`src/rtl/lwps_pkg.sv`:
```
// lwps_pkg: shared types and constants of the lcd window pixel stream
`timescale 1ns / 1ps
package lwps_pkg;

  localparam int unsigned LWPS_SCREEN_WIDTH  = 128;
  localparam int unsigned LWPS_SCREEN_HEIGHT = 160;
  localparam int unsigned LWPS_QUEUE_DEPTH   = 4;

  localparam int unsigned ADDR_W = 5;
  localparam int unsigned DATA_W = 32;

  localparam logic [7:0] CMD_COLUMN_SET   = 8'h2A;
  localparam logic [7:0] CMD_ROW_SET      = 8'h2B;
  localparam logic [7:0] CMD_MEMORY_WRITE = 8'h2C;

  typedef enum logic [2:0] {
    MODE_FILL = 3'd0,
    MODE_RGB  = 3'd1,
    MODE_GRAY = 3'd2,
    MODE_BOOL = 3'd3,
    MODE_BITS = 3'd4
  } mode_e;

  typedef enum logic [2:0] {
    REG_REGION_X      = 3'd0,
    REG_REGION_Y      = 3'd1,
    REG_REGION_WIDTH  = 3'd2,
    REG_REGION_HEIGHT = 3'd3,
    REG_SOURCE_MODE   = 3'd4,
    REG_COLOR_TRUE    = 3'd5,
    REG_COLOR_FALSE   = 3'd6,
    REG_PX_LIMIT      = 3'd7
  } reg_e;

  typedef enum logic {
    KIND_START = 1'b0,
    KIND_PIXEL = 1'b1
  } kind_e;

  typedef struct packed {
    logic [6:0]  region_x;
    logic [7:0]  region_y;
    logic [7:0]  region_width;
    logic [7:0]  region_height;
    logic [2:0]  source_mode;
    logic [15:0] color_true;
    logic [15:0] color_false;
    logic [14:0] px_limit;
  } cfg_t;

  // one queue entry: a window header or one pixel to send
  typedef struct packed {
    kind_e       kind;
    logic        last;
    logic [15:0] color;
    logic [6:0]  x;
    logic [7:0]  y;
    logic [7:0]  end_x;
    logic [7:0]  end_y;
  } entry_t;

  // start byte positions
  typedef enum logic [3:0] {
    SB_CASET    = 4'd0,
    SB_XS_HI    = 4'd1,
    SB_XS_LO    = 4'd2,
    SB_XE_HI    = 4'd3,
    SB_XE_LO    = 4'd4,
    SB_RASET    = 4'd5,
    SB_YS_HI    = 4'd6,
    SB_YS_LO    = 4'd7,
    SB_YE_HI    = 4'd8,
    SB_YE_LO    = 4'd9,
    SB_RAMWR    = 4'd10
  } start_byte_e;

endpackage

```
`src/rtl/lwps_regs.sv`:
```
// lwps_regs: apb configuration registers
`timescale 1ns / 1ps
module lwps_regs import lwps_pkg::*; (
  input  logic              clk_i,
  input  logic              rst_ni,
  input  logic              psel,
  input  logic              penable,
  input  logic              pwrite,
  input  logic [ADDR_W-1:0] paddr,
  input  logic [DATA_W-1:0] pwdata,
  output logic [DATA_W-1:0] prdata,
  output logic              pready,
  output cfg_t              cfg_o
);

  cfg_t cfg_q, cfg_d;
  reg_e idx;
  logic wr_en;

  assign pready = 1'b1;
  assign idx    = reg_e'(paddr[4:2]);
  assign wr_en  = psel && penable && pwrite;

  always_comb begin
    cfg_d = cfg_q;
    if (wr_en) begin
      case (idx)
        REG_REGION_X:      cfg_d.region_x      = pwdata[6:0];
        REG_REGION_Y:      cfg_d.region_y      = pwdata[7:0];
        REG_REGION_WIDTH:  cfg_d.region_width  = pwdata[7:0];
        REG_REGION_HEIGHT: cfg_d.region_height = pwdata[7:0];
        REG_SOURCE_MODE:   cfg_d.source_mode   = pwdata[2:0];
        REG_COLOR_TRUE:    cfg_d.color_true    = pwdata[15:0];
        REG_COLOR_FALSE:   cfg_d.color_false   = pwdata[15:0];
        REG_PX_LIMIT:      cfg_d.px_limit      = pwdata[14:0];
        default:           cfg_d = cfg_q;
      endcase
    end
  end

  always_comb begin
    case (idx)
      REG_REGION_X:      prdata = {25'd0, cfg_q.region_x};
      REG_REGION_Y:      prdata = {24'd0, cfg_q.region_y};
      REG_REGION_WIDTH:  prdata = {24'd0, cfg_q.region_width};
      REG_REGION_HEIGHT: prdata = {24'd0, cfg_q.region_height};
      REG_SOURCE_MODE:   prdata = {29'd0, cfg_q.source_mode};
      REG_COLOR_TRUE:    prdata = {16'd0, cfg_q.color_true};
      REG_COLOR_FALSE:   prdata = {16'd0, cfg_q.color_false};
      REG_PX_LIMIT:      prdata = {17'd0, cfg_q.px_limit};
      default:           prdata = '0;
    endcase
  end

  always_ff @(posedge clk_i or negedge rst_ni) begin
    if (!rst_ni) begin
      cfg_q.region_x      <= 7'd0;
      cfg_q.region_y      <= 8'd0;
      cfg_q.region_width  <= 8'd128;
      cfg_q.region_height <= 8'd160;
      cfg_q.source_mode   <= 3'd0;
      cfg_q.color_true    <= 16'd0;
      cfg_q.color_false   <= 16'd0;
      cfg_q.px_limit      <= 15'd20480;
    end else begin
      cfg_q <= cfg_d;
    end
  end

  assign cfg_o = cfg_q;

endmodule

```
`src/rtl/lwps_front.sv`:
```
// lwps_front: accepts items, clips the window and walks source pixels
`timescale 1ns / 1ps
module lwps_front import lwps_pkg::*; #(
  parameter int unsigned SCREEN_WIDTH  = LWPS_SCREEN_WIDTH,
  parameter int unsigned SCREEN_HEIGHT = LWPS_SCREEN_HEIGHT
) (
  input  logic        clk_i,
  input  logic        rst_ni,
  input  cfg_t        cfg_i,
  input  logic        in_valid_i,
  output logic        in_stall_o,
  input  logic        action_i,
  input  logic [15:0] pixel_value_i,
  input  logic        q_full_i,
  output logic        push_o,
  output entry_t      push_data_o
);

  localparam logic [8:0] SW = 9'(SCREEN_WIDTH);
  localparam logic [8:0] SH = 9'(SCREEN_HEIGHT);

  // held item
  logic        item_valid_q;
  logic        item_action_q;
  logic [15:0] item_pv_q;
  logic [3:0]  bit_q, bit_d;
  logic        pend_valid_q, pend_valid_d;
  logic [15:0] pend_color_q, pend_color_d;

  // stream state
  logic [7:0]  cw_q, cw_d, ch_q, ch_d;
  logic [7:0]  col_q, col_d, row_q, row_d;
  logic [14:0] src_q, src_d;
  logic        phase_q, phase_d;

  logic        done;
  logic        accept;
  logic        advance;
  mode_e       mode;
  logic        is_bits, flush, valid_mode, check_count, in_window, emit_px;
  logic        cur_bit;
  logic [7:0]  gray;
  logic [15:0] color;
  logic [8:0]  room_x, room_y;
  logic [7:0]  clip_w, clip_h;
  logic [7:0]  col_inc;

  assign mode    = mode_e'(cfg_i.source_mode);
  assign is_bits = (mode == MODE_BITS);
  assign flush   = is_bits && (bit_q == 4'd8);
  assign cur_bit = item_pv_q[3'd7 - bit_q[2:0]];
  assign gray    = item_pv_q[7:0];

  always_comb begin
    valid_mode  = 1'b1;
    check_count = 1'b1;
    case (mode)
      MODE_FILL: begin
        color       = cfg_i.color_true;
        check_count = 1'b0;
      end
      MODE_RGB:  color = item_pv_q;
      MODE_GRAY: color = {gray[7:3], gray[7:2], gray[7:3]};
      MODE_BOOL: color = item_pv_q[0] ? cfg_i.color_true : cfg_i.color_false;
      MODE_BITS: color = cur_bit ? cfg_i.color_true : cfg_i.color_false;
      default: begin
        color       = 16'd0;
        valid_mode  = 1'b0;
        check_count = 1'b0;
      end
    endcase
  end

  assign in_window = (col_q < cw_q) && (row_q < ch_q) &&
                     (!check_count || (src_q < cfg_i.px_limit));
  assign emit_px   = valid_mode && in_window;

  // window clipping
  assign room_x = SW - {2'b00, cfg_i.region_x};
  assign room_y = SH - {1'b0, cfg_i.region_y};
  always_comb begin
    if ({2'b00, cfg_i.region_x} >= SW) begin
      clip_w = 8'd0;
    end else if ({1'b0, cfg_i.region_width} < room_x) begin
      clip_w = cfg_i.region_width;
    end else begin
      clip_w = room_x[7:0];
    end
    if ({1'b0, cfg_i.region_y} >= SH) begin
      clip_h = 8'd0;
    end else if ({1'b0, cfg_i.region_height} < room_y) begin
      clip_h = cfg_i.region_height;
    end else begin
      clip_h = room_y[7:0];
    end
  end

  always_comb begin
    done         = 1'b0;
    advance      = 1'b0;
    push_o       = 1'b0;
    push_data_o  = '0;
    bit_d        = bit_q;
    pend_valid_d = pend_valid_q;
    pend_color_d = pend_color_q;
    cw_d         = cw_q;
    ch_d         = ch_q;
    phase_d      = phase_q;
    if (item_valid_q) begin
      if (!item_action_q) begin
        push_o            = !q_full_i;
        push_data_o.kind  = KIND_START;
        push_data_o.last  = 1'b1;
        push_data_o.x     = cfg_i.region_x;
        push_data_o.y     = cfg_i.region_y;
        push_data_o.end_x = 8'({1'b0, cfg_i.region_x} + cfg_i.region_width - 8'd1);
        push_data_o.end_y = cfg_i.region_y + cfg_i.region_height - 8'd1;
        done              = !q_full_i;
        if (!q_full_i) begin
          cw_d    = clip_w;
          ch_d    = clip_h;
          phase_d = 1'b1;
        end
      end else if (!phase_q) begin
        done = 1'b1;
      end else if (!is_bits) begin
        push_data_o.kind  = KIND_PIXEL;
        push_data_o.last  = 1'b1;
        push_data_o.color = color;
        done              = !emit_px || !q_full_i;
        push_o            = emit_px && !q_full_i;
        advance           = done;
      end else if (!flush) begin
        push_data_o.kind  = KIND_PIXEL;
        push_data_o.last  = 1'b0;
        push_data_o.color = pend_color_q;
        if (!(emit_px && pend_valid_q) || !q_full_i) begin
          push_o  = emit_px && pend_valid_q;
          advance = 1'b1;
          bit_d   = bit_q + 4'd1;
          if (emit_px) begin
            pend_valid_d = 1'b1;
            pend_color_d = color;
          end
        end
      end else begin
        push_data_o.kind  = KIND_PIXEL;
        push_data_o.last  = 1'b1;
        push_data_o.color = pend_color_q;
        if (!pend_valid_q || !q_full_i) begin
          push_o       = pend_valid_q;
          pend_valid_d = 1'b0;
          bit_d        = 4'd0;
          done         = 1'b1;
        end
      end
    end
  end

  // counter walk for one source pixel position
  assign col_inc = col_q + 8'd1;
  always_comb begin
    col_d = col_q;
    row_d = row_q;
    src_d = src_q;
    if (item_valid_q && !item_action_q && !q_full_i) begin
      col_d = 8'd0;
      row_d = 8'd0;
      src_d = 15'd0;
    end else if (advance) begin
      if (src_q != 15'h7FFF) begin
        src_d = src_q + 15'd1;
      end
      if (col_inc >= cfg_i.region_width) begin
        col_d = 8'd0;
        if (row_q != 8'hFF) begin
          row_d = row_q + 8'd1;
        end
      end else begin
        col_d = col_inc;
      end
    end
  end

  assign in_stall_o = item_valid_q && !done;
  assign accept     = in_valid_i && !in_stall_o;

  always_ff @(posedge clk_i or negedge rst_ni) begin
    if (!rst_ni) begin
      item_valid_q <= 1'b0;
      bit_q        <= 4'd0;
      pend_valid_q <= 1'b0;
      cw_q         <= 8'd0;
      ch_q         <= 8'd0;
      col_q        <= 8'd0;
      row_q        <= 8'd0;
      src_q        <= 15'd0;
      phase_q      <= 1'b0;
    end else begin
      if (accept) begin
        item_valid_q <= 1'b1;
      end else if (done) begin
        item_valid_q <= 1'b0;
      end
      bit_q        <= bit_d;
      pend_valid_q <= pend_valid_d;
      cw_q         <= cw_d;
      ch_q         <= ch_d;
      col_q        <= col_d;
      row_q        <= row_d;
      src_q        <= src_d;
      phase_q      <= phase_d;
    end
  end

  always_ff @(posedge clk_i) begin
    pend_color_q <= pend_color_d;
    if (accept) begin
      item_action_q <= action_i;
      item_pv_q     <= pixel_value_i;
    end
  end

endmodule

```
`src/rtl/lwps_queue.sv`:
```
// lwps_queue: short entry queue between front and back
`timescale 1ns / 1ps
module lwps_queue import lwps_pkg::*; #(
  parameter int unsigned DEPTH = LWPS_QUEUE_DEPTH
) (
  input  logic   clk_i,
  input  logic   rst_ni,
  input  logic   push_i,
  input  entry_t push_data_i,
  input  logic   pop_i,
  output logic   full_o,
  output logic   empty_o,
  output entry_t head_o
);

  localparam int unsigned PTR_W = (DEPTH > 1) ? $clog2(DEPTH) : 1;
  localparam int unsigned CNT_W = $clog2(DEPTH + 1);
  localparam logic [PTR_W-1:0] LAST_PTR = PTR_W'(DEPTH - 1);

  entry_t           mem_q [DEPTH];
  logic [PTR_W-1:0] wr_q, rd_q;
  logic [CNT_W-1:0] cnt_q;

  assign full_o  = (cnt_q == CNT_W'(DEPTH));
  assign empty_o = (cnt_q == '0);
  assign head_o  = mem_q[rd_q];

  always_ff @(posedge clk_i or negedge rst_ni) begin
    if (!rst_ni) begin
      wr_q  <= '0;
      rd_q  <= '0;
      cnt_q <= '0;
    end else begin
      if (push_i) begin
        wr_q <= (wr_q == LAST_PTR) ? '0 : wr_q + PTR_W'(1);
      end
      if (pop_i) begin
        rd_q <= (rd_q == LAST_PTR) ? '0 : rd_q + PTR_W'(1);
      end
      if (push_i && !pop_i) begin
        cnt_q <= cnt_q + CNT_W'(1);
      end else if (pop_i && !push_i) begin
        cnt_q <= cnt_q - CNT_W'(1);
      end
    end
  end

  always_ff @(posedge clk_i) begin
    if (push_i) begin
      mem_q[wr_q] <= push_data_i;
    end
  end

endmodule

```
`src/rtl/lwps_back.sv`:
```
// lwps_back: turns queue entries into the output byte stream
`timescale 1ns / 1ps
module lwps_back import lwps_pkg::*; (
  input  logic       clk_i,
  input  logic       rst_ni,
  input  logic       empty_i,
  input  entry_t     head_i,
  output logic       pop_o,
  output logic       out_valid_o,
  input  logic       out_stall_i,
  output logic [7:0] out_byte_o,
  output logic       is_command_o,
  output logic       last_o
);

  logic [3:0] idx_q, idx_d;
  logic       valid_q;
  logic [7:0] byte_q, byte_d;
  logic       cmd_q, cmd_d;
  logic       last_q, last_d;
  logic       load, final_byte;

  assign load = !valid_q || !out_stall_i;

  always_comb begin
    cmd_d      = 1'b0;
    byte_d     = 8'd0;
    final_byte = 1'b0;
    if (head_i.kind == KIND_START) begin
      case (start_byte_e'(idx_q))
        SB_CASET: begin
          byte_d = CMD_COLUMN_SET;
          cmd_d  = 1'b1;
        end
        SB_XS_LO: byte_d = {1'b0, head_i.x};
        SB_XE_LO: byte_d = head_i.end_x;
        SB_RASET: begin
          byte_d = CMD_ROW_SET;
          cmd_d  = 1'b1;
        end
        SB_YS_LO: byte_d = head_i.y;
        SB_YE_LO: byte_d = head_i.end_y;
        SB_RAMWR: begin
          byte_d     = CMD_MEMORY_WRITE;
          cmd_d      = 1'b1;
          final_byte = 1'b1;
        end
        default: byte_d = 8'd0;
      endcase
    end else begin
      byte_d     = idx_q[0] ? head_i.color[7:0] : head_i.color[15:8];
      final_byte = idx_q[0];
    end
    last_d = final_byte && head_i.last;
  end

  assign pop_o = load && !empty_i && final_byte;
  assign idx_d = final_byte ? 4'd0 : idx_q + 4'd1;

  always_ff @(posedge clk_i or negedge rst_ni) begin
    if (!rst_ni) begin
      valid_q <= 1'b0;
      idx_q   <= 4'd0;
    end else if (load) begin
      valid_q <= !empty_i;
      if (!empty_i) begin
        idx_q <= idx_d;
      end
    end
  end

  always_ff @(posedge clk_i) begin
    if (load) begin
      byte_q <= byte_d;
      cmd_q  <= cmd_d;
      last_q <= last_d;
    end
  end

  assign out_valid_o  = valid_q;
  assign out_byte_o   = byte_q;
  assign is_command_o = cmd_q;
  assign last_o       = last_q;

endmodule

```
`src/rtl/lcd_window_pixel_stream.sv`:
```
// lcd_window_pixel_stream: top level of the panel window write byte stream
//
// input channel: in_valid_i / in_stall_o carry action_i and pixel_value_i;
// action 0 starts a window write, action 1 carries source pixel data
// output channel: out_valid_o / out_stall_i carry out_byte_o, is_command_o
// and last_o, one byte per transfer, last marking the final byte of an item
// a start item gives eleven bytes, a pixel two, a bit-mode item up to sixteen
// the first byte of an item passes the held item register, the queue and
// the output byte register before it can transfer at the output
// the output gives one byte per cycle while the queue holds bytes and the
// receiver does not stall; the front walks a bit-mode item one bit at a time
// the front walker and the byte sequencer are joined by a short queue, so
// the input keeps taking items while the sequencer drains earlier ones
// configuration over apb, registers at byte address 4*index, no wait states
// reset clears the stream state and sets the registers to their defaults;
// data items before the first start item are dropped
// when the receiver stalls the output byte holds and the queue fills, after
// which in_stall_o rises
`timescale 1ns / 1ps
module lcd_window_pixel_stream import lwps_pkg::*; #(
  parameter int unsigned SCREEN_WIDTH  = LWPS_SCREEN_WIDTH,
  parameter int unsigned SCREEN_HEIGHT = LWPS_SCREEN_HEIGHT,
  parameter int unsigned QUEUE_DEPTH   = LWPS_QUEUE_DEPTH
) (
  input  logic              clk_i,
  input  logic              rst_ni,
  input  logic              psel,
  input  logic              penable,
  input  logic              pwrite,
  input  logic [ADDR_W-1:0] paddr,
  input  logic [DATA_W-1:0] pwdata,
  output logic [DATA_W-1:0] prdata,
  output logic              pready,
  input  logic              in_valid_i,
  output logic              in_stall_o,
  input  logic              action_i,
  input  logic [15:0]       pixel_value_i,
  output logic              out_valid_o,
  input  logic              out_stall_i,
  output logic [7:0]        out_byte_o,
  output logic              is_command_o,
  output logic              last_o
);

  cfg_t   cfg;
  logic   push, pop, q_full, q_empty;
  entry_t push_data, head;

  lwps_regs u_regs (
    .clk_i   (clk_i),
    .rst_ni  (rst_ni),
    .psel    (psel),
    .penable (penable),
    .pwrite  (pwrite),
    .paddr   (paddr),
    .pwdata  (pwdata),
    .prdata  (prdata),
    .pready  (pready),
    .cfg_o   (cfg)
  );

  lwps_front #(
    .SCREEN_WIDTH  (SCREEN_WIDTH),
    .SCREEN_HEIGHT (SCREEN_HEIGHT)
  ) u_front (
    .clk_i         (clk_i),
    .rst_ni        (rst_ni),
    .cfg_i         (cfg),
    .in_valid_i    (in_valid_i),
    .in_stall_o    (in_stall_o),
    .action_i      (action_i),
    .pixel_value_i (pixel_value_i),
    .q_full_i      (q_full),
    .push_o        (push),
    .push_data_o   (push_data)
  );

  lwps_queue #(
    .DEPTH (QUEUE_DEPTH)
  ) u_queue (
    .clk_i       (clk_i),
    .rst_ni      (rst_ni),
    .push_i      (push),
    .push_data_i (push_data),
    .pop_i       (pop),
    .full_o      (q_full),
    .empty_o     (q_empty),
    .head_o      (head)
  );

  lwps_back u_back (
    .clk_i        (clk_i),
    .rst_ni       (rst_ni),
    .empty_i      (q_empty),
    .head_i       (head),
    .pop_o        (pop),
    .out_valid_o  (out_valid_o),
    .out_stall_i  (out_stall_i),
    .out_byte_o   (out_byte_o),
    .is_command_o (is_command_o),
    .last_o       (last_o)
  );

endmodule

```
`config.mk`:
```
export PLATFORM = sky130hd
export DESIGN_NAME = lcd_window_pixel_stream
export DESIGN_NICKNAME = d
export VERILOG_FILES = /design/src/rtl/lwps_pkg.sv /design/src/rtl/lwps_regs.sv /design/src/rtl/lwps_front.sv /design/src/rtl/lwps_queue.sv /design/src/rtl/lwps_back.sv /design/src/rtl/lcd_window_pixel_stream.sv
export SDC_FILE = /design/constraint.sdc
export NUM_CORES = 1
export LEC_CHECK = 0
export BUFFER_PORTS_ARGS = -buffer_cell sky130_fd_sc_hd__buf_2
export CAP_MARGIN = 20
export CORE_MARGIN = 2
export CORE_UTILIZATION = 50
export CTS_CLUSTER_DIAMETER = 80
export DETAILED_ROUTE_END_ITERATION = 16
export PLACE_DENSITY = 0.66
export SYNTH_ARGS = -nofsm -noshare
export SYNTH_HDL_FRONTEND = slang
export SYNTH_SLANG_ARGS = --single-unit
```
`constraint.sdc`:
```
create_clock -name clk_i -period 6 [get_ports clk_i]
set_clock_uncertainty 0.1 [all_clocks]
set_input_delay 1.8 -clock clk_i [delete_from_list [all_inputs] [get_ports clk_i]]
set_output_delay 1.8 -clock clk_i [all_outputs]
set_load 0.05 [all_outputs]
```
==> results_dict.tcl, run 1 <==
set metrics [dict create \
    pin_count 106 \
    yosys.area.top_type "edfxtp_1" \
    worstPathArrival_ns 3.51 \
    period_share 0.901 \
    grt_pass1_wl_mm 70.6 \
    avgSynthCellArea_um2 12.5 \
    ys.warnings.count 0 \
    crit_type "input pin to primary output" \
    std_cell_rows 71 \
    grt_max_degree 78 \
    drive_above_1_share 0.186 \
    die_y_um 200 \
    cts_resized 0 \
    cts_buffer_depth 3 \
    p_leak_nw 8.60 \
    synth_ff_type "edfxtp_1" \
    setup_tns_ns 0 \
    synth_xor_area_frac 0.0136 \
    crit_fanout 19 \
    cts_setup_buffers 0 \
    antenna_found_initial 1 \
    grt_pass1_vias 12300 \
    setup_violations 0 \
    min_path_type "flip-flop to flip-flop" \
    synth-compound-area-share 0.112 \
    pwr_density_cell_nw_per_um2 484 \
    dr.pass1.iters 7 \
    syn_area_um2 19300 \
    maxCapViolations 0 \
    grt_use_total 0.225 \
    rsz0062_at_grt "no" \
    utilization 0.570 \
    synth_commonest_cells "edfxtp_1 (239), nand2_1 (145), dfrtp_1 (142)" \
    ir_drop_mv 0.237 \
    place_hpwl_mm 31.8 \
    synthDistinctLibCells 75 \
    fmaxAchievable_ghz 0.185 \
    clk_pin_slew_ns 0.06 \
    final_nets 1769 \
    via_count 12600 \
    ys_top_cells_by_area "edfxtp_1 (37%), dfrtp_1 (18%), ha_1 (6.2%)" \
    wl_per_cell_um 20.8 \
    cp-start-kind "input pin" \
    htreeDepth 2 \
    finalCriticalPeriod_ns 5.41 \
    numPortBuffers 70 \
    tightest_slew_ns 1.00 \
    syn_to_final_growth_pct 11.8 \
    worst_hold_slack_ns 0.387 \
    vias_per_cell 5.85 \
    synth_mux_area_frac 0.115 \
    crit_path_end_kind "primary output" \
    yosysSeqAreaShare 0.563 \
    initial_core_util 0.510 \
    gp_congestion 0.920 \
    crit_required_ns 4.10 \
    ys_ff_latch 386 \
    finalHoldViolCount 0 \
    antennaDiodeCount 0 \
    remaining_drc_errors 0 \
    drt_iter0_drc 942 \
    relSlewSlack 0.327 \
    clockRootBuffer "clkbuf_16" \
    die_area_um2 40200 \
    ys_async_sr_fraction 0.381 \
    status "completed" \
    synth_top_family_by_area "multiplexers" \
    cts.sinks 386 \
    gr-total-overflow 0 \
    yosys.cell_count.top_type "edfxtp_1" \
    netlist.area_leader.share 0.372 \
    synth_edf_count 239 \
    yosys.area_share.simple 0.0911 \
    core_area_um2 37800 \
    syn_inst 1542 \
    numCtsBuffers 41 \
    clk_latency_ns 0.55 \
    synth-adder-area-share 0.0647 \
    postRouteAntennaNets 0 \
    finalMaxSlewViolations 0 \
    hold_buffers 0 \
    cts_tree "yes" \
    die_w_um 200 \
    drt_wl_total_mm 44.8 \
]
[registers in the layout, indices dropped and copies added (netlist names)]
name	cells
u_back.idx_q	4
u_back.is_command_o	1
u_back.last_o	1
u_back.out_byte_o	8
u_back.out_valid_o	1
u_front.bit_q	4
u_front.ch_q	8
u_front.col_q	8
u_front.cw_q	8
u_front.item_action_q	1
u_front.item_pv_q	16
u_front.item_valid_q	1
u_front.pend_color_q	16
u_front.pend_valid_q	1
u_front.phase_q	1
u_front.row_q	8
u_front.src_q	15
u_queue.cnt_q	3
u_queue.mem_q	196
u_queue.rd_q	2
u_queue.wr_q	2
u_regs.cfg_o	81
[power by group]
group / total [mW] / internal, mW / leakage (nW) / switching (mW)
registers: 4.23 / 3.78 / 4.06 / 0.450
clock network: 2.61 / 1.55 / 0.679 / 1.06
logic: 3.61 / 1.43 / 3.87 / 2.18
total: 10.5 / 6.77 / 8.60 / 3.69
[layout by cell type (no fill, tap or decap), types with 7 or more instances in the layout]
cell and instances:
a21o_1 17, a21oi_1 65, a221o_1 9, a22o_1 12, a22oi_1 20, a31oi_1 7, a32o_1 18, and2_1 11
and3_1 9, buf_2 69, buf_4 20, clkbuf_16 43, clkinv_2 10, conb_1 17, dfrtp_1 140, edfxtp_1 239
ha_1 95, inv_1 95, mux2_2 69, mux2i_1 33, mux4_2 47, nand2_1 145, nand2b_1 15, nand3_1 24
nand4_1 11, nor2_1 74, nor2b_1 25, nor3_1 20, o211ai_1 7, o21a_1 11, o21ai_0 92, o22ai_1 15
or4_1 7, xnor2_1 20, xor2_1 10
[worst max-delay path, stage by stage]
cell	delay, ns
buf_2	0.39
buf_4	0.30
mux4_2	0.56
nor2_1	0.13
a21oi_1	0.08
buf_2	0.24
[path summary, 6_finish.rpt]
| kind | from | endpoint | slack (ns) | cells after the start |
|---|---|---|---|---|
| max in group asynchronous | rst_ni | u_regs.cfg_o[12] | 3.65 | 2 |
| worst min-delay path | u_queue.cnt_q[2] | u_queue.cnt_q[2] | 0.39 | 1 |
| min in group asynchronous | rst_ni | u_back.idx_q[2] | 1.16 | 1 |
| worst max register to register | u_regs.cfg_o[12] | u_queue.mem_q[3][27] | 1.99 | 11 |
| worst max-delay path | paddr[3] | prdata[5] | 0.59 | 6 |
| worst min register to register | u_queue.cnt_q[2] | u_queue.cnt_q[2] | 0.39 | 1 |
[layout make-up]
type	count	area (µm²)
clock buffer	49	1110
sequential	386	10900
tap	511	639
fill	3135	16300
clock inverter	26	292
multi-input combinational	991	7740
timing repair buffer	93	562
inverter	97	364
[per-layer routing]
metal	track usage	routed length (µm)	vias up
met5	0.00476	11	-
met4	0.0537	850	2
met3	0.0394	2510	61
met2	0.354	20800	344
met1	0.328	20700	6311
li1	-	-	5880
[per-stage QoR]
step	instances	power [mW]	setup WS, ns	cell area [µm²]
after floorplan	1557	6.83	0.183	19400
after global placement	2077	7.78	0.643	20200
after detailed placement	2077	7.89	0.620	20200
after CTS	2152	10.5	0.617	21600
after global routing	2153	11.0	0.424	21600
final	2153	10.5	0.594	21600
[cell families (layout without fill, tap and decap cells)]
group,after synthesis,after routing
other,2,17
AO/OA/AOI/OAI,323,323
adder cells (fa/ha/maj),98,98
multiplexers,151,151
flip-flops,386,386
XOR/XNOR,30,30
AND/OR/NAND/NOR,372,372
buffers and inverters,180,265
Power figures use the tool's default switching activity.
==> run 2: changes to the inputs <==
--- a/config.mk
+++ b/config.mk
@@ -11,6 +11,7 @@
 export CORE_UTILIZATION = 50
 export CTS_CLUSTER_DIAMETER = 80
 export DETAILED_ROUTE_END_ITERATION = 16
+export GPL_ROUTABILITY_DRIVEN = 0
 export PLACE_DENSITY = 0.66
 export SYNTH_ARGS = -nofsm -noshare
 export SYNTH_HDL_FRONTEND = slang
==> constraint.sdc (replaced) <==
create_clock -name clk_i -period 6.79 [get_ports clk_i]
set_clock_uncertainty 0.1 [all_clocks]
set_input_delay 2.037 -clock clk_i [delete_from_list [all_inputs] [get_ports clk_i]]
set_output_delay 2.037 -clock clk_i [all_outputs]
set_load 0.05 [all_outputs]
==> run 2 against run 1 <==
Against the previous run: critical path depth grew 3; first-iteration DRC count is 6.4% lower; core utilization fell by 0.30 points; sequential share of layout area increased by 0.27 points; count of clock-buffer cells in the layout is 6 higher; cell count shrank 0.28%; sequential power is 12% lower; clock power fell by 14%; critical endpoint is now prdata[2].
==> results_dict.tcl, run 2 (same netlist as run 1, synthesis figures left out) <==
set metrics [dict create \
    status "completed" \
    die_y_um 200 \
    numCtsBuffers 42 \
    cts_buffer_depth 3 \
    clk_latency_ns 0.56 \
    relSlewSlack 0.293 \
    min_path_type "flip-flop to flip-flop" \
    postRouteAntennaNets 0 \
    remaining_drc_errors 0 \
    antenna_found_initial 2 \
    max_stage_delay_ns 0.54 \
    utilization 0.567 \
    reg2reg_from "u_regs.cfg_o[14]" \
    drt_wl_total_mm 44.9 \
    finalMaxSlewViolations 0 \
    cp-start-kind "input pin" \
    layout_commonest_cell "edfxtp_1" \
    cp_slowest_cell "buf_2" \
    std_cell_rows 71 \
    p_total_mw 9.18 \
    cts_tree "yes" \
    via_count 12600 \
    crit_type "input pin to primary output" \
    grt_pass1_vias 12400 \
    fmaxAchievable_ghz 0.164 \
    clockRootBuffer "clkbuf_16" \
    setup_tns_ns 0 \
    pin_count 106 \
    crit_path_end_kind "primary output" \
    antennaDiodeCount 0 \
    initial_core_util 0.510 \
    core_area_um2 37800 \
    tightest_slew_ns 1.06 \
    cts.sinks 386 \
    vias_per_cell 5.85 \
    pwr_density_cell_nw_per_um2 428 \
    place_hpwl_mm 31.6 \
    gr-total-overflow 0 \
    placed_area_um2 20100 \
    crit_top_cell "a21oi_1" \
    final_cell_area_um2 21500 \
    worstPathArrival_ns 3.95 \
    final_cell_mix "edfxtp_1 (239), nand2_1 (145), dfrtp_1 (140), inv_1 (95), ha_1 (95)" \
    worstPathCellList "buf_2 -> nor2b_1 -> a22oi_1 -> nor2b_1 -> a21oi_1 -> a21oi_1 -> nor2_1 -> a21oi_1 -> buf_2" \
    crit_fanout 30 \
    setup_violations 0 \
    period_share 0.896 \
    crit_required_ns 4.65 \
    finalHoldViolCount 0 \
    syn_to_final_growth_pct 11.2 \
    p_leak_nw 8.56 \
    cts_setup_buffers 0 \
    dr.pass1.iters 5 \
    htreeDepth 2 \
    grt_max_degree 96 \
    drive_above_1_share 0.178 \
    die_area_um2 40200 \
    maxCapViolations 0 \
    largest_register "u_queue.mem_q" \
    finalCriticalPeriod_ns 6.09 \
    cts_resized 0 \
    grt_use_total 0.224 \
    ir_drop_mv 0.241 \
    final_nets 1766 \
    clk_pin_slew_ns 0.06 \
    largest_reg_flops 196 \
    die_w_um 200 \
    hold_buffers 0 \
    numPortBuffers 70 \
    drt_iter0_drc 882 \
    crit_start "paddr[3]" \
    hp-start "u_queue.cnt_q[2]" \
    wl_per_cell_um 20.9 \
    rsz0062_at_grt "no" \
    grt_pass1_wl_mm 70.5 \
]
==> run 2: where the power goes <==
part / total, mW / internal, mW / switching, mW
sequential: 3.73 / 3.35 / 0.387
clock: 2.24 / 1.32 / 0.921
combinational: 3.21 / 1.25 / 1.96
==> run 2: area by class of cell <==
cell class              count  area, µm²
clock buffers              55       1160
clock inverters            18        190
fillers                  3148      16400
inverters                  97        364
multi-input cells         991       7740
flip-flops and latches    386      10900
well taps                 511        639
repair buffers             89        499
==> run 2: worst paths after layout <==
| kind | end | slack (ns) | cells past startpoint |
|---|---|---|---|
| worst min-delay path | u_queue.cnt_q[2] | 0.39 | 1 |
| min in group asynchronous | u_back.idx_q[3] | 1.46 | 1 |
| worst min register to register | u_queue.cnt_q[2] | 0.39 | 1 |
| worst max register to register | u_queue.mem_q[2][11] | 2.65 | 11 |
| max in group asynchronous | u_front.col_q[3] | 3.79 | 2 |
| worst max-delay path | prdata[2] | 0.70 | 9 |
==> run 2: worst max-delay path: cells and delay by family <==
family / cells / cell delay, ns
buffers and inverters: 2 / 0.86
AND/OR/NAND/NOR: 3 / 0.50
AO/OA/AOI/OAI: 4 / 0.53
==> run 2: layer usage <==
metal,wire length (µm),track usage
met5,11,0
met4,1230,0.0664
met3,2520,0.0328
met2,20500,0.353
met1,20600,0.326
==> run 2: metrics by stage <==
stage | cells | worst slack (ns) | hold slack, ns
after global routing | 2147 | 0.557 | 0.411
after floorplan | 1557 | 0.499 | 0.342
final | 2147 | 0.703 | 0.389
after global placement | 2074 | 0.789 | 0.371
after CTS | 2147 | 0.742 | 0.393
after detailed placement | 2074 | 0.757 | 0.378
==> run 3: changes to the inputs <==
--- a/config.mk
+++ b/config.mk
@@ -13,6 +13,7 @@
 export DETAILED_ROUTE_END_ITERATION = 16
 export GPL_ROUTABILITY_DRIVEN = 0
 export PLACE_DENSITY = 0.66
+export RECOVER_POWER = 25
 export SYNTH_ARGS = -nofsm -noshare
 export SYNTH_HDL_FRONTEND = slang
 export SYNTH_SLANG_ARGS = --single-unit
==> run 3 against run 2 <==
Against the previous run: the flow now finishes with violations (max-capacitance violations, max-slew violations); non-clock buffer count stayed put; critical path depth is the same; combinational power hardly changed; cell count unchanged; sequential share of layout area is essentially flat; worst hold slack worse by 0.0016 ns; first-iteration DRC count is 11% higher; critical endpoint unchanged; largest power group unchanged; highest routed layer unchanged.
==> results_dict.tcl, run 3 (same netlist as run 1, synthesis figures left out) <==
set metrics [dict create \
    status "complete, but fails checks" \
    failed_checks "max-capacitance violations, max-slew violations" \
    pwr_density_cell_nw_per_um2 428 \
    internal-power_mw 5.92 \
    dr.pass1.iters 5 \
    place_ws_ns 0.757 \
    vias_per_cell 5.87 \
    grt_max_degree 96 \
    clkPwrFrac 0.244 \
    hp-start "u_queue.cnt_q[2]" \
    syn_to_final_growth_pct 11.1 \
    maxCapViolations 1 \
    largest_reg_flops 196 \
    r2r_slack_ns 2.64 \
    p_comb_frac 0.349 \
    htreeDepth 2 \
    setup_violations 0 \
    drive_above_1_share 0.175 \
    numPortBuffers 70 \
    crit_start "paddr[3]" \
    antennaDiodeCount 0 \
    crit_required_ns 4.65 \
    core_area_um2 37800 \
    final_nets 1766 \
    antenna_found_initial 2 \
    drt_iter0_drc 975 \
    rsz0062_at_grt "no" \
    crit_type "input pin to primary output" \
    numCtsBuffers 42 \
    place_hpwl_mm 31.6 \
    switchingPower_mw 3.26 \
    tightest_slew_ns 2.52 \
    clockRootBuffer "clkbuf_16" \
    layout_commonest_cell "edfxtp_1" \
    grt_pass1_wl_mm 70.5 \
    cts.sinks 386 \
    utilization 0.567 \
    final_cell_mix "edfxtp_1 (239), nand2_1 (145), dfrtp_1 (140), inv_1 (96), ha_1 (95)" \
    drt_wl_total_mm 44.8 \
    finalMaxSlewViolations 96 \
    die_w_um 200 \
    hold_buffers 0 \
    p_leak_nw 8.54 \
    ir_drop_mv 0.238 \
    relSlewSlack -0.678 \
    pin_count 106 \
    largest_register "u_queue.mem_q" \
    reg2reg_from "u_regs.cfg_o[14]" \
    crit_path_end_kind "primary output" \
    crit_fanout 30 \
    cts_resized 0 \
    cts_buffer_depth 3 \
    gr-total-overflow 0 \
    cp-start-kind "input pin" \
    period_share 0.899 \
    die_area_um2 40200 \
    std_cell_rows 71 \
    initial_core_util 0.510 \
    wl_per_cell_um 20.9 \
    grt_pass1_vias 12400 \
    fmaxAchievable_ghz 0.164 \
    postRouteAntennaNets 0 \
    clk_latency_ns 0.56 \
    p_seq_frac 0.407 \
    cts_tree "yes" \
    p_sw_frac 0.355 \
    cts_setup_buffers 0 \
    finalCriticalPeriod_ns 6.10 \
    fin_ws_ns 0.687 \
    min_path_type "flip-flop to flip-flop" \
    setup_tns_ns 0 \
    die_y_um 200 \
    finalHoldViolCount 0 \
    clk_pin_slew_ns 0.06 \
    via_count 12600 \
    remaining_drc_errors 0 \
    worstPathArrival_ns 3.97 \
    grt_use_total 0.224 \
]
[run 3: stage by stage]
| stage | area, µm² | total power [mW] | instances | hold slack [ns] |
|---|---|---|---|---|
| floorplan | 19400 | 6.03 | 1557 | 0.342 |
| global placement | 20100 | 6.88 | 2074 | 0.371 |
| detailed placement | 20100 | 6.98 | 2074 | 0.378 |
| CTS | 21500 | 9.23 | 2147 | 0.393 |
| global route | 21400 | 9.69 | 2147 | 0.412 |
| finish | 21400 | 9.18 | 2147 | 0.387 |
[run 3: worst max-delay path: stages]
cell and delay (ns):
buf_2 0.54, nor2b_1 0.26, a22oi_1 0.09, nor2b_1 0.18
a21oi_1 0.06, a21oi_1 0.13, nor2_1 0.06, a21oi_1 0.27
buf_2 0.33
[run 3: worst paths after layout]
kind	to	cells past startpoint
max in group asynchronous	u_front.col_q[3]	2
hold reg to reg	u_queue.cnt_q[2]	1
min in group asynchronous	u_back.out_valid_o	1
setup reg to reg	u_queue.mem_q[2][11]	11
hold / removal	u_queue.cnt_q[2]	1
setup / recovery	prdata[2]	9
[run 3: per-layer routing]
| metal | GRT usage | wire [µm] | vias up |
|---|---|---|---|
| li1 | - | - | 5868 |
| met5 | 0 | 11 | - |
| met1 | 0.326 | 20200 | 6276 |
| met3 | 0.0328 | 2750 | 88 |
| met4 | 0.0664 | 1280 | 2 |
| met2 | 0.353 | 20500 | 362 |
[run 3: area by class of cell]
type | count | area (µm²)
fill | 3152 | 16400
sequential | 386 | 10900
multi-input combinational | 991 | 7740
clock buffer | 55 | 1160
tap | 511 | 639
timing repair buffer | 89 | 489
inverter | 97 | 364
clock inverter | 18 | 190
[run 3: power groups by stage]
stage	clock [mW]	combinational, mW	sequential (mW)
after global routing	2.36	3.52	3.81
after floorplan	0	2.33	3.71
after global placement	0	3.13	3.75
final	2.24	3.20	3.73
after detailed placement	0	3.20	3.77
after CTS	2.28	3.22	3.73
